===== src/hdl/assert_macros.svh =====
// ----------------------------------------------------------------------------
// assert_macros.svh
// Concurrent assertion helpers, empty under synthesis.
// ----------------------------------------------------------------------------
`ifndef ASSERT_MACROS_SVH
`define ASSERT_MACROS_SVH

`ifndef SYNTHESIS
// Check that prop holds at every clock edge outside reset.
`define ASSERT_HOLDS(lbl, clk, rstn, prop, msg) \
  lbl: assert property (@(posedge clk) disable iff (!rstn) (prop)) else $error(msg);
// Check that prop never holds at a clock edge outside reset.
`define ASSERT_NEVER(lbl, clk, rstn, prop, msg) \
  lbl: assert property (@(posedge clk) disable iff (!rstn) !(prop)) else $error(msg);
`else
`define ASSERT_HOLDS(lbl, clk, rstn, prop, msg)
`define ASSERT_NEVER(lbl, clk, rstn, prop, msg)
`endif

`endif


===== src/hdl/rcfv_ram.sv =====
// ----------------------------------------------------------------------------
// rcfv_ram
// Simple dual-port RAM, one write and one registered read port.
// ----------------------------------------------------------------------------
module rcfv_ram #(
  parameter int unsigned WIDTH = 8,
  parameter int unsigned DEPTH = 16
) (
  input  logic                     clk_i,
  input  logic                     we_i,
  input  logic [$clog2(DEPTH)-1:0] waddr_i,
  input  logic [WIDTH-1:0]         wdata_i,
  input  logic                     re_i,
  input  logic [$clog2(DEPTH)-1:0] raddr_i,
  output logic [WIDTH-1:0]         rdata_o
);

  logic [WIDTH-1:0] mem_q [DEPTH];

  always_ff @(posedge clk_i) begin
    if (we_i) begin
      mem_q[waddr_i] <= wdata_i;
    end
    if (re_i) begin
      rdata_o <= mem_q[raddr_i];
    end
  end

endmodule

===== config.mk =====
export PLATFORM = sky130hd
export DESIGN_NAME = rcfv_ram
export DESIGN_NICKNAME = d
export VERILOG_FILES = /design/src/hdl/assert_macros.svh /design/src/hdl/rcfv_ram.sv
export SDC_FILE = /design/constraint.sdc
export NUM_CORES = 1
export LEC_CHECK = 0
export BUFFER_PORTS_ARGS = -buffer_cell sky130_fd_sc_hd__clkbuf_2
export CAP_MARGIN = 40
export CORE_UTILIZATION = 40
export CTS_CLUSTER_SIZE = 25
export DETAILED_ROUTE_END_ITERATION = 8
export HOLD_SLACK_MARGIN = 0.03
export PLACE_DENSITY_LB_ADDON = 0.08
export REMOVE_ABC_BUFFERS = 1
export SLEW_MARGIN = 20
export SYNTH_ARGS = -nofsm -noshare
export SYNTH_HDL_FRONTEND = slang
export SYNTH_SLANG_ARGS = --single-unit

===== constraint.sdc =====
create_clock -name clk_i -period 2.7 [get_ports clk_i]
set_input_delay 0.675 -clock clk_i [delete_from_list [all_inputs] [get_ports clk_i]]
set_output_delay 0.675 -clock clk_i [all_outputs]
set_load 0.02 [all_outputs]

-- Word-level counts from Yosys, hierarchy flattened
Memory sizes are Yosys's and may differ from the RTL's. A register that Yosys moved wholly into a read port is not among the register bits.
Index checks and enable logic that the tools add are counted.
- output and inout bits: 8
- memories kept: 1
- memory bits (writable): 128
- logic and storage cells: 3
- bits of input ports: 19
- register bits: 0
- muxes and demuxes: 2
- memories (memory ; words ; width ; rd ports ; clocked after Yosys merged registers in ; wr ports ; RTL line ; source):
    mem_q ; 16 ; 8 ; 1 ; 1 ; 1 ; rcfv_ram.sv:18 ; logic [WIDTH-1:0] mem_q [DEPTH];
- operator list (operator ; count):
    2-to-1 mux 1 bit ; 2

-- Depth between registers and ports, before layout
Gate-level depths: netlist of run 1.
- depth in word-level cells: 2
- mapped depth: 5
- depth with buffers taken out: 3

-- Worst setup path after synthesis of run 1
Ideal clock, no wire load.
- path type: in2reg
- start point: input waddr_i[2]
- end point: memory mem_q[0][0], enable pin
- setup time: 0.383 ns
- arrival: 1.785 ns
- stages: 2
- slack: 0.532 ns
- required time: 2.317 ns
- cells stage by stage: or3b_2 -> nor3_1
- RTL lines (element ; RTL line ; source):
    start: declaration ; rcfv_ram.sv:11 ; input logic [$clog2(DEPTH)-1:0] waddr_i,
    end: declaration ; rcfv_ram.sv:18 ;
No word-level cell before the write port.

==> results.sh, run 1 <==
export IMPL_first_pass_iters=4
export IMPL_io_buffers=26
export IMPL_endpoint="rdata_o[2]$_DFFE_PP_"
export IMPL_start_util_pct=41.3
export IMPL_crit_path_start_kind="input port"
export IMPL_diodes=0
export IMPL_grt_pass1_vias=2490
export IMPL_cts_buffer_depth=2
export IMPL_powerDensity_nw_per_um2=731
export IMPL_die_area_um2=13500
export IMPL_vdd_ir_drop_max_mv=0.405
export IMPL_wire_per_inst_um=21.4
export IMPL_netlist_instances=229
export IMPL_cts_sinks=136
export IMPL_path_max_fanout=32
export IMPL_run_status="completed"
export IMPL_dp_hpwl_mm=6.43
export IMPL_vias=2423
export IMPL_worstSetupPathType="in -> reg"
export IMPL_rows=41
export IMPL_holdCritPathClass="in -> reg"
export IMPL_timing_rr_end="rdata_o[2]$_DFFE_PP_"
export IMPL_slew_headroom_pct=72.5
export IMPL_end_kind="flop"
export IMPL_fin_crit_sh_pct=67.9
export IMPL_fin_nets=304
export IMPL_core_area_um2=12700
export IMPL_drc=0
export IMPL_tns_ps=0
export IMPL_worstPathRequired_ps=2860
export IMPL_ys_seq_elements=136
export IMPL_syn_area_per_cell_um2=22.8
export IMPL_drive_above_1_share_pct=28.7
export IMPL_reg2reg_depth=3
export IMPL_grt_max_degree=33
export IMPL_cts_tree="done"
export IMPL_syn_area_um2=5230
export IMPL_ant_nets=0
export IMPL_r2r_start="mem_q[1][2]$_DFFE_PP_"
export IMPL_grt_overflow_total=0
export IMPL_synthDistinctLibCells=18
export IMPL_gp_congestion=0.683
export IMPL_tightestPinTransition_ps=412
export IMPL_grt_first_pass_wirelength_mm=15.3
export IMPL_setup_violations=0
export IMPL_r2r_setup_slack_ps=1220
export IMPL_worst_slack_ps=867
export IMPL_cts_made_buffers=17
export IMPL_nFillCells=1068
export IMPL_drv_cap=0
export IMPL_cp_data_arrival_time_ps=1990
export IMPL_cts_root_buffer="clkbuf_16"
export IMPL_rsz0062_at_grt="false"
export IMPL_synth_warnings=0
export IMPL_seq_area_frac_synth_pct=78.1
export IMPL_p_leak_nw=2.07
export IMPL_area_growth_pct=17.6
export IMPL_post_drt_via_cell_ratio=5.18
export IMPL_whs_ps=678
export IMPL_clock_latency_ps=410
export IMPL_utilization_pct=48.5
export IMPL_finalHoldViolations=0
export IMPL_cts_setup_buffers=0
export IMPL_period_minus_slack_ps=1830
export IMPL_fmax_mhz=546
export IMPL_cts_hold_buffers=0
export IMPL_pre_cts_slack_ps=388
export IMPL_fin_skew_ps=6.27
export IMPL_multi_input_area_um2=1060
export IMPL_gr_usage_all_layers_pct=17.1
export IMPL_ios=27
export IMPL_finalWirelength_mm=10.0
export IMPL_drtIter0Drc=182
export IMPL_crit_start="raddr_i[0]"
export IMPL_clkSlewWorstSetupHoldPaths_ps=50
export IMPL_die_y_um=116
export IMPL_finalPower_w=0.00450
export IMPL_regArea_um2=4080
export IMPL_final_max_slew_violation_count=0
export IMPL_die_w_um=116
export IMPL_htreeDepth=4
export IMPL_cts_resized=0
export IMPL_antenna_found_initial=0
-- placed cells by master (no fill, tap or decap) --
master,n
mux4_1,14
clkbuf_1,4
nand2b_1,2
and2b_1,1
buf_12,2
nor2b_1,1
edfxtp_1,136
clkinv_2,2
clkbuf_16,17
nand2_1,9
or3b_2,1
clkbuf_2,26
clkinv_1,7
a22oi_1,16
and2_1,1
mux4_2,18
nand3b_1,2
nor2_1,13
nand3_1,1
buf_4,19
nor3_1,4
-- cell usage after synthesis --
library cell | n | area (um^2)
a22oi_1 | 16 | 120
and2_1 | 1 | 6.26
and2b_1 | 1 | 7.51
buf_2 | 3 | 15.0
buf_4 | 1 | 7.51
buf_6 | 3 | 33.8
clkdlybuf4s25_2 | 3 | 30.0
edfxtp_1 | 136 | 4080
mux4_1 | 14 | 368
mux4_2 | 18 | 405
nand2_1 | 9 | 33.8
nand2b_1 | 2 | 12.5
nand3_1 | 1 | 5.00
nand3b_1 | 2 | 15.0
nor2_1 | 13 | 48.8
nor2b_1 | 1 | 6.26
nor3_1 | 4 | 20.0
or3b_2 | 1 | 8.76
-- cell type report --
class                   count  share of cell area [%]
flip-flops and latches    136                    66.4
multi-input cells          83                    17.2
clock buffers              21                    7.17
repair buffers             47                    5.09
well taps                 172                    3.50
clock inverters             9                   0.590
-- worst max-delay path, stage by stage --
cell,delay [ps]
clkbuf_2,100
buf_12,250
mux4_1,590
a22oi_1,270
nand2_1,90
-- cell families after synthesis --
group / Yosys count / synth area share, %
and+or+nand+nor: 35 / 3.14
buffers and inverters: 10 / 1.65
muxes: 32 / 14.8
AOI/OAI and AO/OA: 16 / 2.30
DFF: 136 / 78.1
-- through the flow --
stage	instance area [um^2]	cells
floorplan	5140	219
global placement	5670	438
detailed placement	5670	438
CTS	6150	468
global route	6150	468
finish	6150	468
-- sequential cells by signal, summed over array words and instances (netlist names) --
register  cells
rdata_o       8
mem_q       128
-- per-layer routing --
metal / share of wire (%) / global-route usage [%] / up-vias
li1: - / - / 1092
met1: 46 / 22.9 / 1262
met4: 2.0 / 7.95 / 0
met3: 5.2 / 6.07 / 13
met5: 0 / 0 / -
met2: 47 / 25.2 / 56
-- power by group --
| group | switching, W | total, W | internal, W |
|---|---|---|---|
| Sequential | 0.0000130 | 0.00240 | 0.00238 |
| Combinational | 0.000131 | 0.000224 | 0.0000935 |
| Clock | 0.000745 | 0.00188 | 0.00113 |
-- how the worst min path moves through the flow --
| stage | slack [ps] | endpoint | cells after the start | startpoint |
|---|---|---|---|---|
| 2_1_floorplan | 700 | rdata_o[0]$_DFFE_PP_ | 3 | mem_q[7][0]$_DFFE_PP_ |
| 3_3_place_gp | 730 | rdata_o[3]$_DFFE_PP_ | 3 | mem_q[7][3]$_DFFE_PP_ |
| 3_5_place_dp | 730 | rdata_o[3]$_DFFE_PP_ | 3 | mem_q[7][3]$_DFFE_PP_ |
| 4_1_cts | 660 | rdata_o[4]$_DFFE_PP_ | 1 | re_i |
| 5_1_grt | 680 | rdata_o[4]$_DFFE_PP_ | 1 | re_i |
| 6_report | 680 | mem_q[1][0]$_DFFE_PP_ | 1 | wdata_i[0] |
No activity file was read; power rests on OpenSTA's default activity.
==> run 2, diff against run 1 <==
- clock period: 2.7 -> 1.5 ns (I/O delays scaled with it)
==> run 2 against run 1 <==
Global-route usage down 0.18 points. Clock skew up 0.83 ps. Total power up 88%. Non-clock buffer count up 14. Die area unchanged. Worst hold slack worse by 310 ps. Clock power up 96%. Cell area up 3.5%. Critical path type unchanged. Largest power group unchanged.
==> results.sh, run 2 (same netlist as run 1, synthesis figures left out) <==
export IMPL_final_max_slew_violation_count=0
export IMPL_mostFrequentLayoutCells="edfxtp_1, buf_4, clkbuf_2"
export IMPL_pre_cts_slack_ps=-520
export IMPL_grt_first_pass_wirelength_mm=15.4
export IMPL_largest_register="mem_q"
export IMPL_grt_overflow_total=0
export IMPL_p_int_w=0.00674
export IMPL_core_area_um2=12700
export IMPL_dp_cells=446
export IMPL_area_growth_pct=21.6
export IMPL_cts_sinks=136
export IMPL_largest_reg_flops=128
export IMPL_place_area_um2=5750
export IMPL_rows=41
export IMPL_gr_usage_all_layers_pct=17.0
export IMPL_die_w_um=116
export IMPL_fmax_mhz=671
export IMPL_path_max_fanout=10
export IMPL_clock_latency_ps=400
export IMPL_holdCritPathClass="in -> reg"
export IMPL_stdcell_area_um2=6360
export IMPL_finalHoldViolations=0
export IMPL_cts_tree="done"
export IMPL_setup_violations=0
export IMPL_cts_root_buffer="clkbuf_16"
export IMPL_p_sw_share_pct=20.3
export IMPL_die_area_um2=13500
export IMPL_drc=0
export IMPL_slew_headroom_pct=47.5
export IMPL_run_status="completed"
export IMPL_grt_max_degree=18
export IMPL_final_common_cell="edfxtp_1"
export IMPL_ios=27
export IMPL_drv_cap=0
export IMPL_powerDensity_nw_per_um2=1330
export IMPL_wire_per_inst_um=20.9
export IMPL_period_minus_slack_ps=1490
export IMPL_cts_buffer_depth=2
export IMPL_ant_nets=0
export IMPL_fin_skew_ps=7.09
export IMPL_whs_ps=370
export IMPL_die_y_um=116
export IMPL_p_clk_share_pct=43.7
export IMPL_drtIter0Drc=164
export IMPL_pwr_share_comb_pct=5.4
export IMPL_first_pass_iters=4
export IMPL_vdd_ir_drop_max_mv=0.767
export IMPL_cts_made_buffers=17
export IMPL_reg_top3="mem_q: 128 flops, rdata_o: 8 flops"
export IMPL_clkSlewWorstSetupHoldPaths_ps=60
export IMPL_cp_data_arrival_time_ps=1630
export IMPL_p_sw_w=0.00172
export IMPL_finalNonFillerCells=484
export IMPL_dp_hpwl_mm=6.71
export IMPL_end_kind="flop"
export IMPL_seqPwrFrac_pct=50.9
export IMPL_antenna_found_initial=1
export IMPL_worstPathRequired_ps=1640
export IMPL_drive_above_1_share_pct=36.9
export IMPL_grt_pass1_vias=2563
export IMPL_rsz0062_at_grt="true"
export IMPL_gp_congestion=0.699
export IMPL_io_buffers=26
export IMPL_p_leak_nw=2.16
export IMPL_crit_path_start_kind="input port"
export IMPL_vias=2453
export IMPL_tightestPinTransition_ps=786
export IMPL_finalWirelength_mm=10.1
export IMPL_fin_nets=318
export IMPL_start_util_pct=41.3
export IMPL_htreeDepth=4
export IMPL_diodes=0
export IMPL_worst_slack_ps=10.1
export IMPL_fin_crit_sh_pct=99.3
export IMPL_worstSetupPathType="in -> reg"
export IMPL_cts_hold_buffers=0
export IMPL_post_drt_via_cell_ratio=5.07
-- run 2: critical path, stage by stage --
cell	delay, ps
clkbuf_2	130
buf_12	150
buf_4	130
mux4_1	530
a22oi_1	240
nand2_1	70
-- run 2: final timing paths --
path                               start              endpoint  slack (ps)  cells past startpoint
setup / recovery              raddr_i[0]  rdata_o[4]$_DFFE_PP_          10                      6
hold / removal                      re_i  rdata_o[7]$_DFFE_PP_         370                      1
hold reg to reg   mem_q[12][0]$_DFFE_PP_  rdata_o[0]$_DFFE_PP_         750                      3
setup reg to reg   mem_q[9][1]$_DFFE_PP_  rdata_o[1]$_DFFE_PP_          60                      3
-- run 2: cell type report --
cell class / count / area (um^2)
Multi-Input combinational cell: 83 / 1070
Clock buffer: 18 / 429
Fill cell: 1039 / 6310
Sequential cell: 136 / 4080
Timing Repair Buffer: 61 / 450
Tap cell: 172 / 215
Clock inverter: 14 / 109
-- run 2: through the flow --
stage / TNS, ps / power (W) / util [%]
2_1_floorplan: -7070 / 0.00457 / -
3_3_place_gp: -7400 / 0.00483 / 45.4
3_5_place_dp: -7520 / 0.00483 / 45.4
4_1_cts: 0 / 0.00853 / 49.9
5_1_grt: -52.7 / 0.00875 / 50.2
6_report: 0 / 0.00846 / 50.2
-- run 2: routing by layer --
layer	up-vias	global-route usage [%]	part of all wire [%]	wire [um]
met4	2	6.32	1.2	124
met2	53	26.3	49	4910
li1	1120	-	-	-
met1	1269	22.9	45	4570
met3	9	4.93	4.8	484
met5	-	0	0.13	13
-- run 2: power by group through the flow --
stage	Clock, W	Combinational [W]	Sequential [W]
6_report	0.00369	0.000458	0.00431
2_1_floorplan	0	0.000171	0.00440
3_3_place_gp	0	0.000442	0.00439
5_1_grt	0.00393	0.000502	0.00431
3_5_place_dp	0	0.000444	0.00439
4_1_cts	0.00377	0.000456	0.00431
-- run 2: timing repair --
item	CTS	global route
setup buffers	2	3
resized for setup	4	6
endpoints found under the hold margin	0	0
setup endpoints to repair	4	7
pin swaps	2	3
